==> src/hdl/nggp_pkg.sv <==
`default_nettype none
package nggp_pkg;

   // Field widths fixed by the coordinate format.
   localparam int WholeWidth    = 17;
   localparam int FracWidth     = 24;
   localparam int CoordWidth    = 35;
   localparam int MaxFracDigits = 7;
   localparam int DegScale      = 10000000;

   // Default digit limits of the coordinate text.
   localparam int DefWholeDigits    = 5;
   localparam int DefFractionDigits = 5;

   // Result channel packing.
   localparam int RspDataWidth = 72;
   localparam int RspUserWidth = 2;

   // Queue between the parser and the converter.
   localparam int QueueDepth    = 4;
   localparam int QueuePtrWidth = $clog2(QueueDepth);
   localparam int QueueCntWidth = $clog2(QueueDepth + 1);

   // Register levels in one conversion lane.
   localparam int ConvStages = 7;

   // Characters the parser reacts to.
   localparam logic [7:0] CharLf    = 8'h0A;
   localparam logic [7:0] CharSpace = 8'h20;
   localparam logic [7:0] CharTilde = 8'h7E;
   localparam logic [7:0] CharComma = 8'h2C;
   localparam logic [7:0] CharPoint = 8'h2E;
   localparam logic [7:0] CharZero  = 8'h30;
   localparam logic [7:0] CharNine  = 8'h39;
   localparam logic [7:0] CharS     = 8'h53;
   localparam logic [7:0] CharW     = 8'h57;

   localparam logic [2:0] TagLength = 3'd6;
   localparam logic [2:0] CommaMax  = 3'd7;

   // Direction field: empty, exactly the negating letter, or anything else.
   typedef enum logic [1:0] {
      DirEmpty  = 2'd0,
      DirNegate = 2'd1,
      DirOther  = 2'd2
   } dir_type;

   // Running state of one coordinate field.
   typedef struct packed {
      logic [WholeWidth-1:0] whole;
      logic [FracWidth-1:0]  frac;
      logic                  digit;
      logic                  point;
      logic                  bad;
      logic [2:0]            cnt;
   } coord_acc_type;

   // One classified coordinate handed to the converter.
   typedef struct packed {
      logic [WholeWidth-1:0] whole;
      logic [FracWidth-1:0]  frac;
      logic                  bad;
      logic                  zero;
      logic                  neg;
   } coord_rec_type;

   typedef struct packed {
      coord_rec_type lon;
      coord_rec_type lat;
   } pos_rec_type;

   // Powers of ten used to place a fraction digit.
   function automatic logic [FracWidth-1:0] pow_ten(input logic [2:0] n);
      logic [FracWidth-1:0] r;
      unique case (n)
         3'd0:    r = 24'd1;
         3'd1:    r = 24'd10;
         3'd2:    r = 24'd100;
         3'd3:    r = 24'd1000;
         3'd4:    r = 24'd10000;
         3'd5:    r = 24'd100000;
         3'd6:    r = 24'd1000000;
         default: r = 24'd10000000;
      endcase
      return r;
   endfunction

   // Expected sentence tag, one character per position.
   function automatic logic [7:0] gga_tag(input logic [2:0] i);
      logic [7:0] r;
      unique case (i)
         3'd0:    r = 8'h24;
         3'd1:    r = 8'h47;
         3'd2:    r = 8'h50;
         3'd3:    r = 8'h47;
         3'd4:    r = 8'h47;
         3'd5:    r = 8'h41;
         default: r = 8'h00;
      endcase
      return r;
   endfunction

endpackage
`default_nettype wire

==> src/hdl/nggp_front.sv <==
`default_nettype none
module nggp_front
   import nggp_pkg::*;
#(
   parameter int WHOLE_DIGITS    = DefWholeDigits,
   parameter int FRACTION_DIGITS = DefFractionDigits
) (
   input  wire logic        clock,
   input  wire logic        reset,
   input  wire logic        req_tvalid,
   output logic             req_tready,
   input  wire logic [7:0]  req_tdata,   // rx_byte [7:0]
   input  wire logic        q_full,
   output logic             q_push,
   output pos_rec_type      q_data
);

   localparam logic [2:0] FieldLat    = 3'd2;
   localparam logic [2:0] FieldLatDir = 3'd3;
   localparam logic [2:0] FieldLon    = 3'd4;
   localparam logic [2:0] FieldLonDir = 3'd5;
   localparam logic [2:0] MinFields   = 3'd6;
   localparam logic [2:0] LastFields  = 3'd5;

   logic          prefix_fail_ff;
   logic [2:0]    prefix_len_ff, prefix_len_in;
   logic          prefix_fail_in;
   logic [2:0]    comma_cnt_ff, comma_cnt_in;
   logic          field_busy_ff, field_busy_in;
   coord_acc_type lat_ff, lat_in, lon_ff, lon_in;
   dir_type       lat_dir_ff, lat_dir_in, lon_dir_ff, lon_dir_in;
   logic          accept;
   logic [7:0]    c;

   // Folds one character into a coordinate field.
   function automatic coord_acc_type coord_char(input coord_acc_type a, input logic [7:0] ch);
      coord_acc_type r;
      logic [3:0]    d;
      logic [2:0]    n;
      r = a;
      d = ch[3:0];
      n = a.cnt + 3'd1;
      if (ch >= CharZero && ch <= CharNine) begin
         r.digit = 1'b1;
         if (!a.point) begin
            if (a.cnt >= 3'(WHOLE_DIGITS)) begin
               r.bad = 1'b1;
            end else begin
               r.whole = a.whole * 17'd10 + {13'd0, d};
               r.cnt   = n;
            end
         end else if (a.cnt < 3'(FRACTION_DIGITS)) begin
            r.cnt  = n;
            r.frac = a.frac + {20'd0, d} * pow_ten(3'(FRACTION_DIGITS) - n);
         end
      end else if (ch == CharPoint) begin
         if (a.point) begin
            r.bad = 1'b1;
         end else begin
            r.point = 1'b1;
            r.cnt   = 3'd0;
         end
      end else begin
         r.bad = 1'b1;
      end
      return r;
   endfunction

   // Decides at line end whether a coordinate is bad, zero or negated.
   function automatic coord_rec_type classify(input coord_acc_type a, input dir_type d);
      coord_rec_type r;
      r.whole = a.whole;
      r.frac  = a.frac;
      r.bad   = a.bad || (a.point && !a.digit);
      r.zero  = r.bad || !(a.digit || a.point);
      r.neg   = (d == DirNegate);
      return r;
   endfunction

   assign req_tready = !q_full;
   assign accept     = req_tvalid && req_tready;
   assign c          = req_tdata;

   assign q_data.lat = classify(lat_ff, lat_dir_ff);
   assign q_data.lon = classify(lon_ff, lon_dir_ff);

   // Per-line parse state update.
   always_comb begin
      prefix_len_in  = prefix_len_ff;
      prefix_fail_in = prefix_fail_ff;
      comma_cnt_in   = comma_cnt_ff;
      field_busy_in  = field_busy_ff;
      lat_in         = lat_ff;
      lon_in         = lon_ff;
      lat_dir_in     = lat_dir_ff;
      lon_dir_in     = lon_dir_ff;
      q_push         = 1'b0;
      if (accept) begin
         if (c == CharLf) begin
            q_push = (prefix_len_ff == TagLength) && !prefix_fail_ff &&
                     ((comma_cnt_ff >= MinFields) ||
                      (comma_cnt_ff == LastFields && field_busy_ff));
            prefix_len_in  = 3'd0;
            prefix_fail_in = 1'b0;
            comma_cnt_in   = 3'd0;
            field_busy_in  = 1'b0;
            lat_in         = '0;
            lon_in         = '0;
            lat_dir_in     = DirEmpty;
            lon_dir_in     = DirEmpty;
         end else if (c >= CharSpace && c <= CharTilde) begin
            if (!prefix_fail_ff && prefix_len_ff < TagLength) begin
               if (c == gga_tag(prefix_len_ff)) begin
                  prefix_len_in = prefix_len_ff + 3'd1;
               end else begin
                  prefix_fail_in = 1'b1;
               end
            end
            if (c == CharComma) begin
               if (comma_cnt_ff != CommaMax) begin
                  comma_cnt_in = comma_cnt_ff + 3'd1;
               end
               field_busy_in = 1'b0;
            end else begin
               field_busy_in = 1'b1;
               unique case (comma_cnt_ff)
                  FieldLat:    lat_in = coord_char(lat_ff, c);
                  FieldLatDir: lat_dir_in = (lat_dir_ff == DirEmpty && c == CharS) ?
                                            DirNegate : DirOther;
                  FieldLon:    lon_in = coord_char(lon_ff, c);
                  FieldLonDir: lon_dir_in = (lon_dir_ff == DirEmpty && c == CharW) ?
                                            DirNegate : DirOther;
                  default: ;
               endcase
            end
         end
      end
   end

   always_ff @(posedge clock) begin
      if (reset) begin
         prefix_len_ff  <= 3'd0;
         prefix_fail_ff <= 1'b0;
         comma_cnt_ff   <= 3'd0;
         field_busy_ff  <= 1'b0;
         lat_ff         <= '0;
         lon_ff         <= '0;
         lat_dir_ff     <= DirEmpty;
         lon_dir_ff     <= DirEmpty;
      end else begin
         prefix_len_ff  <= prefix_len_in;
         prefix_fail_ff <= prefix_fail_in;
         comma_cnt_ff   <= comma_cnt_in;
         field_busy_ff  <= field_busy_in;
         lat_ff         <= lat_in;
         lon_ff         <= lon_in;
         lat_dir_ff     <= lat_dir_in;
         lon_dir_ff     <= lon_dir_in;
      end
   end

endmodule
`default_nettype wire

==> src/hdl/nggp_fifo.sv <==
`default_nettype none
module nggp_fifo
   import nggp_pkg::*;
(
   input  wire logic        clock,
   input  wire logic        reset,
   input  wire logic        push,
   input  wire pos_rec_type push_data,
   output logic             full,
   input  wire logic        pop,
   output logic             empty,
   output pos_rec_type      head
);

   pos_rec_type              entry_ff [QueueDepth];
   logic [QueuePtrWidth-1:0] wr_ptr_ff, wr_ptr_in;
   logic [QueuePtrWidth-1:0] rd_ptr_ff, rd_ptr_in;
   logic [QueueCntWidth-1:0] count_ff, count_in;

   assign full  = (count_ff == QueueCntWidth'(QueueDepth));
   assign empty = (count_ff == '0);
   assign head  = entry_ff[rd_ptr_ff];

   // Pointer and occupancy bookkeeping.
   always_comb begin
      wr_ptr_in = push ? wr_ptr_ff + 1'b1 : wr_ptr_ff;
      rd_ptr_in = pop ? rd_ptr_ff + 1'b1 : rd_ptr_ff;
      count_in  = count_ff + QueueCntWidth'(push) - QueueCntWidth'(pop);
   end

   always_ff @(posedge clock) begin
      if (reset) begin
         wr_ptr_ff <= '0;
         rd_ptr_ff <= '0;
         count_ff  <= '0;
      end else begin
         wr_ptr_ff <= wr_ptr_in;
         rd_ptr_ff <= rd_ptr_in;
         count_ff  <= count_in;
      end
   end

   // Entry storage carries no reset.
   always_ff @(posedge clock) begin
      if (push) begin
         entry_ff[wr_ptr_ff] <= push_data;
      end
   end

`ifndef SYNTH
   a_no_overflow: assert property (@(posedge clock) disable iff (reset)
      push |-> !full)
      else $error("record pushed into a full queue");

   a_no_underflow: assert property (@(posedge clock) disable iff (reset)
      pop |-> !empty)
      else $error("record popped from an empty queue");

   a_count_grows: assert property (@(posedge clock) disable iff (reset)
      (push && !pop) |=> (count_ff == $past(count_ff) + 1'b1))
      else $error("queue occupancy did not follow a lone push");
`endif

endmodule
`default_nettype wire

==> src/hdl/nggp_conv.sv <==
`default_nettype none
module nggp_conv
   import nggp_pkg::*;
#(
   parameter int FRACTION_DIGITS = DefFractionDigits
) (
   input  wire logic                   clock,
   input  wire logic                   en,
   input  wire coord_rec_type          rec,
   output logic signed [CoordWidth-1:0] value,
   output logic                        malformed
);

   // Fixed-point constants; the reciprocals undershoot by less than one unit.
   localparam int          Scale     = 10 ** FRACTION_DIGITS;
   localparam int          PostMul   = 10 ** (MaxFracDigits - FRACTION_DIGITS);
   localparam logic [17:0] Recip100  = 18'd167772;
   localparam logic [28:0] Recip15   = 29'd286331153;
   localparam logic [17:0] Hundred   = 18'd100;
   localparam logic [27:0] Fifteen   = 28'd15;

   typedef struct packed {
      logic bad;
      logic zero;
      logic neg;
   } meta_type;

   meta_type                meta1_ff, meta2_ff, meta3_ff, meta4_ff, meta5_ff, meta6_ff;
   logic [WholeWidth-1:0]   whole1_ff;
   logic [FracWidth-1:0]    frac1_ff, frac2_ff;
   logic [34:0]             prod1_ff;
   logic [10:0]             qe100;
   logic [17:0]             rem100;
   logic [10:0]             deg2_ff, deg2_in;
   logic [6:0]              min2_ff, min2_in;
   logic [29:0]             x3_ff, y4;
   logic [CoordWidth-1:0]   degs3_ff, degs4_ff, degs5_ff, degs6_ff;
   logic [27:0]             z4_ff, z5_ff, r6;
   logic [56:0]             prod5_ff;
   logic [24:0]             qe15;
   logic [24:0]             q6_ff, q6_in;
   logic [CoordWidth-1:0]   mag;

   // Degrees and minutes of the whole part by reciprocal with one correction.
   always_comb begin
      qe100  = prod1_ff[34:24];
      rem100 = 18'(whole1_ff) - 18'(qe100) * Hundred;
      if (rem100 >= Hundred) begin
         deg2_in = qe100 + 11'd1;
         min2_in = 7'(rem100 - Hundred);
      end else begin
         deg2_in = qe100;
         min2_in = 7'(rem100);
      end
   end

   // Scale the minutes to 1e-7 units ahead of the divide by sixty.
   assign y4 = x3_ff * 30'(PostMul);

   // Quotient by fifteen with one correction step.
   always_comb begin
      qe15  = prod5_ff[56:32];
      r6    = z5_ff - 28'(qe15) * Fifteen;
      q6_in = (r6 >= Fifteen) ? qe15 + 25'd1 : qe15;
   end

   assign mag = degs6_ff + CoordWidth'(q6_ff);

   // Lane pipeline, frozen as a whole while the output stalls.
   always_ff @(posedge clock) begin
      if (en) begin
         whole1_ff <= rec.whole;
         frac1_ff  <= rec.frac;
         meta1_ff  <= '{bad: rec.bad, zero: rec.zero, neg: rec.neg};
         prod1_ff  <= 35'(rec.whole) * 35'(Recip100);

         deg2_ff   <= deg2_in;
         min2_ff   <= min2_in;
         frac2_ff  <= frac1_ff;
         meta2_ff  <= meta1_ff;

         x3_ff     <= 30'(min2_ff) * 30'(Scale) + 30'(frac2_ff);
         degs3_ff  <= CoordWidth'(deg2_ff) * CoordWidth'(DegScale);
         meta3_ff  <= meta2_ff;

         z4_ff     <= y4[29:2];
         degs4_ff  <= degs3_ff;
         meta4_ff  <= meta3_ff;

         prod5_ff  <= 57'(z4_ff) * 57'(Recip15);
         z5_ff     <= z4_ff;
         degs5_ff  <= degs4_ff;
         meta5_ff  <= meta4_ff;

         q6_ff     <= q6_in;
         degs6_ff  <= degs5_ff;
         meta6_ff  <= meta5_ff;

         malformed <= meta6_ff.bad;
         if (meta6_ff.zero) begin
            value <= '0;
         end else if (meta6_ff.neg) begin
            value <= -$signed(mag);
         end else begin
            value <= $signed(mag);
         end
      end
   end

endmodule
`default_nettype wire

==> src/hdl/nggp_back.sv <==
`default_nettype none
module nggp_back
   import nggp_pkg::*;
#(
   parameter int FRACTION_DIGITS = DefFractionDigits
) (
   input  wire logic                    clock,
   input  wire logic                    reset,
   input  wire logic                    q_empty,
   input  wire pos_rec_type             q_head,
   output logic                         q_pop,
   output logic                         rsp_tvalid,
   input  wire logic                    rsp_tready,
   output logic [RspDataWidth-1:0]      rsp_tdata,
   output logic [RspUserWidth-1:0]      rsp_tuser
);

   logic [ConvStages-1:0]        valid_ff, valid_in;
   logic                         en;
   logic signed [CoordWidth-1:0] lat_value, lon_value;
   logic                         lat_bad, lon_bad;

   // The last lane register is the output register.
   assign rsp_tvalid = valid_ff[ConvStages-1];
   assign en         = !valid_ff[ConvStages-1] || rsp_tready;
   assign q_pop      = en && !q_empty;
   assign valid_in   = {valid_ff[ConvStages-2:0], !q_empty};

   always_ff @(posedge clock) begin
      if (reset) begin
         valid_ff <= '0;
      end else if (en) begin
         valid_ff <= valid_in;
      end
   end

   nggp_conv #(.FRACTION_DIGITS(FRACTION_DIGITS)) u_lat_conv (
      .clock     (clock),
      .en        (en),
      .rec       (q_head.lat),
      .value     (lat_value),
      .malformed (lat_bad)
   );

   nggp_conv #(.FRACTION_DIGITS(FRACTION_DIGITS)) u_lon_conv (
      .clock     (clock),
      .en        (en),
      .rec       (q_head.lon),
      .value     (lon_value),
      .malformed (lon_bad)
   );

   assign rsp_tdata = {(RspDataWidth - 2 * CoordWidth)'(0), lon_value, lat_value};
   assign rsp_tuser = {lon_bad, lat_bad};

`ifndef SYNTH
   a_hold_on_stall: assert property (@(posedge clock) disable iff (reset)
      (rsp_tvalid && !rsp_tready) |-> !q_pop)
      else $error("queue popped while the result is stalled");

   a_pop_enters_lane: assert property (@(posedge clock) disable iff (reset)
      q_pop |=> valid_ff[0])
      else $error("popped record did not enter the conversion lanes");

   a_stall_keeps_result: assert property (@(posedge clock) disable iff (reset)
      (rsp_tvalid && !rsp_tready) |=>
         (rsp_tvalid && $stable(rsp_tdata) && $stable(rsp_tuser)))
      else $error("result changed while the output is stalled");
`endif

endmodule
`default_nettype wire

==> src/hdl/nmea_gga_position_parser.sv <==
`default_nettype none
// Takes one character per cycle on req_; req_tready drops only when the record queue is full.
// A position reaches rsp_ through the record queue and the seven register levels of the conversion
// lanes after the newline that ends its line; results stream one per cycle while rsp_tready is high.
// The four-entry record queue lets the parser run on while the result side is stalled.
// Reset is synchronous and active high; it clears the line state, the queue and the lane
// valid bits. No clearing pass follows reset.
module nmea_gga_position_parser
   import nggp_pkg::*;
#(
   parameter int WHOLE_DIGITS    = DefWholeDigits,
   parameter int FRACTION_DIGITS = DefFractionDigits
) (
   input  wire logic                    clock,
   input  wire logic                    reset,
   input  wire logic                    req_tvalid,
   output logic                         req_tready,
   input  wire logic [7:0]              req_tdata,   // rx_byte [7:0]
   output logic                         rsp_tvalid,
   input  wire logic                    rsp_tready,
   output logic [RspDataWidth-1:0]      rsp_tdata,   // latitude [34:0], longitude [69:35], zero pad
   output logic [RspUserWidth-1:0]      rsp_tuser    // latitude_malformed [0], longitude_malformed [1]
);

   logic        q_push, q_full, q_pop, q_empty;
   pos_rec_type q_data, q_head;

   nggp_front #(
      .WHOLE_DIGITS    (WHOLE_DIGITS),
      .FRACTION_DIGITS (FRACTION_DIGITS)
   ) u_front (
      .clock      (clock),
      .reset      (reset),
      .req_tvalid (req_tvalid),
      .req_tready (req_tready),
      .req_tdata  (req_tdata),
      .q_full     (q_full),
      .q_push     (q_push),
      .q_data     (q_data)
   );

   nggp_fifo u_fifo (
      .clock     (clock),
      .reset     (reset),
      .push      (q_push),
      .push_data (q_data),
      .full      (q_full),
      .pop       (q_pop),
      .empty     (q_empty),
      .head      (q_head)
   );

   nggp_back #(.FRACTION_DIGITS(FRACTION_DIGITS)) u_back (
      .clock      (clock),
      .reset      (reset),
      .q_empty    (q_empty),
      .q_head     (q_head),
      .q_pop      (q_pop),
      .rsp_tvalid (rsp_tvalid),
      .rsp_tready (rsp_tready),
      .rsp_tdata  (rsp_tdata),
      .rsp_tuser  (rsp_tuser)
   );

endmodule
`default_nettype wire

==> config.mk <==
export PLATFORM = sky130hd
export DESIGN_NAME = nmea_gga_position_parser
export DESIGN_NICKNAME = d
export VERILOG_FILES = /design/src/hdl/nggp_pkg.sv /design/src/hdl/nggp_front.sv /design/src/hdl/nggp_fifo.sv /design/src/hdl/nggp_conv.sv /design/src/hdl/nggp_back.sv /design/src/hdl/nmea_gga_position_parser.sv
export SDC_FILE = /design/constraint.sdc
export NUM_CORES = 2
export LEC_CHECK = 0
export BUFFER_PORTS_ARGS = -buffer_cell sky130_fd_sc_hd__buf_2
export CELL_PAD_IN_SITES_DETAIL_PLACEMENT = 1
export CELL_PAD_IN_SITES_GLOBAL_PLACEMENT = 2
export CORE_ASPECT_RATIO = 1.75
export CORE_MARGIN = 2
export CORE_UTILIZATION = 49
export DETAILED_ROUTE_END_ITERATION = 8
export GPL_TIMING_DRIVEN = 0
export PLACE_DENSITY = 0.91
export SLEW_MARGIN = 25
export SYNTH_ARGS = -nofsm -noshare
export SYNTH_HDL_FRONTEND = slang
export SYNTH_HIERARCHICAL = 1
export SYNTH_SLANG_ARGS = --single-unit
==> constraint.sdc <==
create_clock -name clock -period 18.45 [get_ports clock]
set_clock_uncertainty 0.05 [all_clocks]
set_input_delay 1.845 -clock clock [delete_from_list [all_inputs] [get_ports clock]]
set_output_delay 1.845 -clock clock [all_outputs]
set_load 0.02 [all_outputs]
# After elaboration in Yosys (flattened, before gate mapping)
# Memories as Yosys holds them, arrays and structs flattened. A register that Yosys moved wholly into a read port is not among the register bits.
# Index checks and enable logic that the tools add are counted.
# Widths: inputs -> output; s select.
[word_totals]
register_bits = 1020
ram_bits = 352
memories = 1
[op_classes]
addsub = 30
n_mul = 18
n_lt_le_gt_ge = 14
eq_ne = 51
muxes = 102
n_reduce_logical = 69
[mem_list]
columns = ["memory", "words", "width", "rd", "rd_clocked_by_memory_dff", "write_ports", "line_no", "rtl"]
rows = [
  ["u_fifo.entry_ff", 4, 88, 1, 1, 1, "nggp_fifo.sv:15", "pos_rec_type entry_ff [QueueDepth];"],
]
[ops]
columns = ["op", "n"]
rows = [
  ["$mux 24", 20],
  ["$mux 47", 8],
  ["$pmux 24 s7", 2],
  ["$mul 28x29->57 const B", 2],
  ["$mux 42", 2],
  ["$add 35x25->35", 2],
  ["$mux 35", 2],
  ["$neg 35->35", 2],
  ["$mux 17", 4],
  ["$mul 17x16->33 const B", 2],
  ["$mul 30x5->28 const B", 2],
  ["$ge 28x4->1 const B", 2],
  ["$mul 11x17->28 const B", 2],
  ["$mul 25x4->28 const B", 2],
  ["$sub 28x28->28", 2],
  ["$mux 3", 18],
  ["$add 24x24->25", 2],
  ["$add 25x1->25 const B", 2],
  ["$mux 25", 2],
  ["$add 24x24->24", 2],
  ["$mul 4x24->24", 2],
  ["$reduce_and 7->1", 6],
  ["$mul 7x12->19 const B", 2],
  ["$eq 3x3->1 const B", 12],
  ["50 further kinds", 180],
]

# Depth between registers and ports, before layout
[depth]
depth_word = 21
mapped_depth = 28
mapped_depth_nobuf = 28

# Modules after synthesis
# Netlist, hierarchy kept.
[by_module_without_submodules]
columns = ["mod", "instances", "cells_per_inst", "area_each_um2", "seq_area_each_um2"]
rows = [
  ["nggp_conv at u_back.u_lat_conv", 1, 3415, 37876.3, 11741.3],
  ["nggp_conv at u_back.u_lon_conv", 1, 3382, 37521.0, 11741.3],
  ["nggp_front", 1, 1694, 13701.9, 2122.0],
  ["nggp_fifo", 1, 502, 13130.1, 10750.3],
  ["nggp_back", 1, 30, 314.1, 140.1],
]

# Least setup slack after synthesis
# OpenSTA, ideal clock, no wires.
[synth_timing]
path_type = "input to register"
from = "input port rsp_tready"
to = "register u_back.valid_ff[3]"
setup_ns = 0.361
t_arrival_ns = 7.054
required_ns = 18.039
setup_slack_ns = 10.985
cell_stages = 3
cell_sequence = "nor2b_4 > inv_4 > mux2i_1"
[synth_via]
elab_chain_len = 1
[synth_lines]
columns = ["item", "line_no", "rtl"]
rows = [
  ["start: declaration", "nmea_gga_position_parser.sv:20", "input wire logic rsp_tready,"],
  ["$logic_or 1x1->1", "nggp_back.sv:25", "assign en = !valid_ff[ConvStages-1] || rsp_tready;"],
  ["named net u_back.en", "nggp_back.sv:19", "logic en;"],
  ["end signal: assignment", "nggp_back.sv:33", "valid_ff <= valid_in;"],
  ["end: declaration", "nggp_back.sv:18", "logic [ConvStages-1:0] valid_ff, valid_in;"],
]
# The timed path passes the listed nets, and every way through them passes these cells.
# A chain may end at the register's enable or synchronous reset.

# Final worst setup path
[layout_timing]
from = "register u_back.u_lat_conv.z4_ff[27]"
to = "register u_back.u_lat_conv.prod5_ff[56] (data pin)"
[layout_via]
elab_chain_len = 1
[layout_lines]
columns = ["item", "line_no", "rtl"]
rows = [
  ["start: declaration", "nggp_conv.sv:38", "logic [27:0] z4_ff, z5_ff, r6;"],
  ["start signal: assignment", "nggp_conv.sv:86", "z4_ff <= y4[29:2];"],
  ["$mul 28x29->57", "nggp_conv.sv:90", "prod5_ff <= 57'(z4_ff) * 57'(Recip15);"],
  ["end signal: assignment", "nggp_conv.sv:90", ""],
  ["end: declaration", "nggp_conv.sv:39", "logic [56:0] prod5_ff;"],
]
# No other way between the ends.

==> impl_metrics.json <==
{
  "cts_tree": "built",
  "ios": 88,
  "final_cell_mix": "inv_1, ha_1, edfxtp_1",
  "drc": 0,
  "grt_util_met2_pct": 49.5,
  "grtUsageMet3_pct": 2.17,
  "critical_path_arrival_ns": 9.01,
  "grt_busiest_layer": "met2",
  "dp_cells": 11921,
  "nNetsFinal": 11549,
  "ys_ff_latch": 1256,
  "syn_inst": 9023,
  "grt_start_max_net_pins": 176,
  "drv_slew": 0,
  "relSlewSlack_pct": 24.5,
  "cap_violations": 0,
  "synth_top_area_share_pct": 33.2,
  "drtIter0Drc": 2719,
  "setup_tns_ns": 0,
  "postCtsSetupRepairBufs": 0,
  "synth_area_leaders": "edfxtp_1, ha_1, fa_1",
  "avgSynthCellArea_um2": 11.4,
  "crit_path_start_kind": "register",
  "detail_route.vias_per_cell": 5.51,
  "fin_crit_sh_pct": 46.7,
  "grt_pass1_vias": 77134,
  "dieArea_mm2": 0.213,
  "initial_core_util_pct": 49.2,
  "clock-root-buffer": "clkbuf_16",
  "drt_first_pass_iters": 7,
  "clock_sinks": 1256,
  "cts_resized": 0,
  "finalHoldViolations": 0,
  "hold_path.class": "register to register",
  "grtUsageMet1_pct": 24.6,
  "regArea_mm2": 0.0365,
  "cts_buffers": 119,
  "crit_type": "register to register",
  "syn_area_mm2": 0.103,
  "status": "complete, no violations",
  "final_common_cell": "inv_1",
  "layout.cells.non_filler": 12145,
  "globalRouteOverflowTotal": 0,
  "cp_max_fo": 5,
  "ys.warnings.count": 6,
  "critPathCaptureType": "register",
  "routed_wl_um": 258000,
  "clock_latency_ns": 0.76,
  "antenna_found_initial": 1,
  "rows": 222,
  "rsz0062_at_grt": "no",
  "synth-edff-count": 1134,
  "ys_types": 121,
  "drive_above_1_share_pct": 6.40,
  "hold_ws_ns": 0.363,
  "seq_area_frac_synth_pct": 35.6,
  "hpwl_um": 208000,
  "clock_path_buffers": 3,
  "synth_top_area_cell": "edfxtp_1",
  "setup_viol": 0,
  "holdBufCountCts": 0,
  "die_w_um": 350,
  "fmax_ghz": 0.116,
  "die_h_um": 609,
  "clkTransAtPathRegs_ns": 0.07,
  "core_mm2": 0.209,
  "fin_util_pct": 53.3,
  "nFillCells": 21944,
  "synth-main-ff-cell": "edfxtp_1",
  "ys_async_sr_fraction_pct": 0,
  "htree_num_levels": 3,
  "vias": 66951,
  "fin_crit_ns": 8.61,
  "wire_per_inst_um": 21.2,
  "numPortBuffers": 84,
  "place.gp.congestion": 0.947,
  "worst_pin_slew_ns": 1.12,
  "grt_usage_pct": 24.6,
  "grt_pass1_wl_um": 414000,
  "areaGrowthSynthToFinish_pct": 8.36,
  "antenna_left": 0,
  "crit_required_ns": 18.85,
  "multi_input_area_mm2": 0.0586
}
## logic make-up (layout without fill, tap and decap cells)
logic type,after synthesis,in the layout,synth area share (%)
AND/OR/NAND/NOR,1604,1604,7.87
AO/OA/AOI/OAI,1327,1327,8.52
flip-flops,1256,1256,35.6
buffers and inverters,1871,2191,7.26
XOR/XNOR,546,546,4.73
other,1,3,0.00366
adder cells (fa/ha/maj),2295,2295,33.7
multiplexers,123,123,2.28
## worst paths after layout
check                                      startpoint                                       end  cells past startpoint  slack (ns)
min reg2reg  u_back/u_lat_conv/degs4_ff[10]$_DFFE_PP_  u_back/u_lat_conv/degs5_ff[10]$_DFFE_PP_                      0        0.36
max             u_back/u_lat_conv/z4_ff[27]$_DFFE_PP_  u_back/u_lat_conv/prod5_ff[56]$_DFFE_PP_                     22        9.84
max reg2reg     u_back/u_lat_conv/z4_ff[27]$_DFFE_PP_  u_back/u_lat_conv/prod5_ff[56]$_DFFE_PP_                     22        9.84
min          u_back/u_lat_conv/degs4_ff[10]$_DFFE_PP_  u_back/u_lat_conv/degs5_ff[10]$_DFFE_PP_                      0        0.36
## sequential cells by signal, summed over array words and instances (netlist names), 25 cells and up, named ones only
signal                      count
u_back/u_lon_conv/degs5_ff     28
u_back/u_lon_conv/degs6_ff     28
u_back/u_lon_conv/z4_ff        28
u_back/u_lon_conv/z5_ff        28
u_back/u_lon_conv/degs3_ff     28
u_back/u_lat_conv/z4_ff        28
u_back/u_lat_conv/q6_ff        25
u_front/q_data                 82
u_back/u_lon_conv/prod5_ff     25
u_back/u_lat_conv/prod5_ff     25
u_back/u_lat_conv/x3_ff        25
u_back/u_lon_conv/degs4_ff     28
u_back/u_lon_conv/q6_ff        25
u_back/u_lat_conv/z5_ff        28
u_fifo/entry_ff               352
u_back/u_lat_conv/degs4_ff     28
u_back/u_lat_conv/degs3_ff     28
u_back/u_lon_conv/value        35
u_back/u_lon_conv/x3_ff        25
u_back/u_lat_conv/degs6_ff     28
u_back/u_lat_conv/degs5_ff     28
u_back/u_lat_conv/value        35
## cell usage after synthesis (17+ instances only)
cell type  count
nand4_1       48
o21a_1        65
o21ai_0      238
or3_1         31
a22oi_1       36
and2_1       102
a21o_1       129
clkbuf_1      91
xnor2_1      375
inv_1       1658
ha_1        1510
nand2_1      300
a21boi_0      17
mux2i_1       28
a2111oi_0     24
or2_2         26
nor3_1       153
nand2b_1      75
mux4_2        88
nand3_1      142
a31oi_1       40
edfxtp_1    1134
nor4_1        33
a21oi_1      390
xor2_1       166
and3_1        82
buf_2         20
o211ai_1      29
dfxtp_1      122
nor2_1       436
a211oi_1      54
buf_4         88
o31ai_1       46
o21bai_1      48
o41ai_1       25
fa_1         785
nor2b_1       82
## routing by layer
metal	vias up	share of wire [%]	wire, um
met5	-	0	0
met4	0	5.7	14700
met3	625	2.3	5840
met2	1121	57	147000
met1	33812	35	90300
li1	31393	-	-
## final cells by class
| cell class | instances | share of cell area, % |
|---|---|---|
| well taps | 2800 | 3.15 |
| multi-input cells | 5897 | 52.8 |
| diodes | 1 | 0.00225 |
| plain buffers | 211 | 1.09 |
| flip-flops and latches | 1256 | 32.8 |
| clock buffers | 132 | 2.77 |
| inverters | 1660 | 5.62 |
| repair buffers | 97 | 0.673 |
| clock inverters | 91 | 1.08 |
## worst max-delay path, cell delays in order (launching register included)
cell,delay (ns)
edfxtp_1,0.47
ha_1,0.27
fa_1,0.53
inv_1,0.07
fa_1,0.74
inv_1,0.12
fa_1,0.63
inv_1,0.08
fa_1,0.53
fa_1,0.53
inv_1,0.04
ha_1,0.30
a211oi_1,0.08
o21bai_1,0.27
nand2_1,0.13
a31oi_1,0.17
o21ai_0,0.21
o31ai_1,0.79
a41oi_1,0.42
a211oi_1,0.81
o211ai_1,0.30
a2111oi_0,0.59
xor2_1,0.18
## metrics by stage
stage	setup slack, ns	instance area (um2)
after floorplan	10.99	103000
after detailed placement	9.84	107000
after CTS	9.84	111000
after global placement	8.75	106000
after global routing	9.31	111000
final	9.84	111000
Power is left out: the tool's default activity adds up to more than one toggle a clock period on the data nets, which glitch-free logic cannot reach.
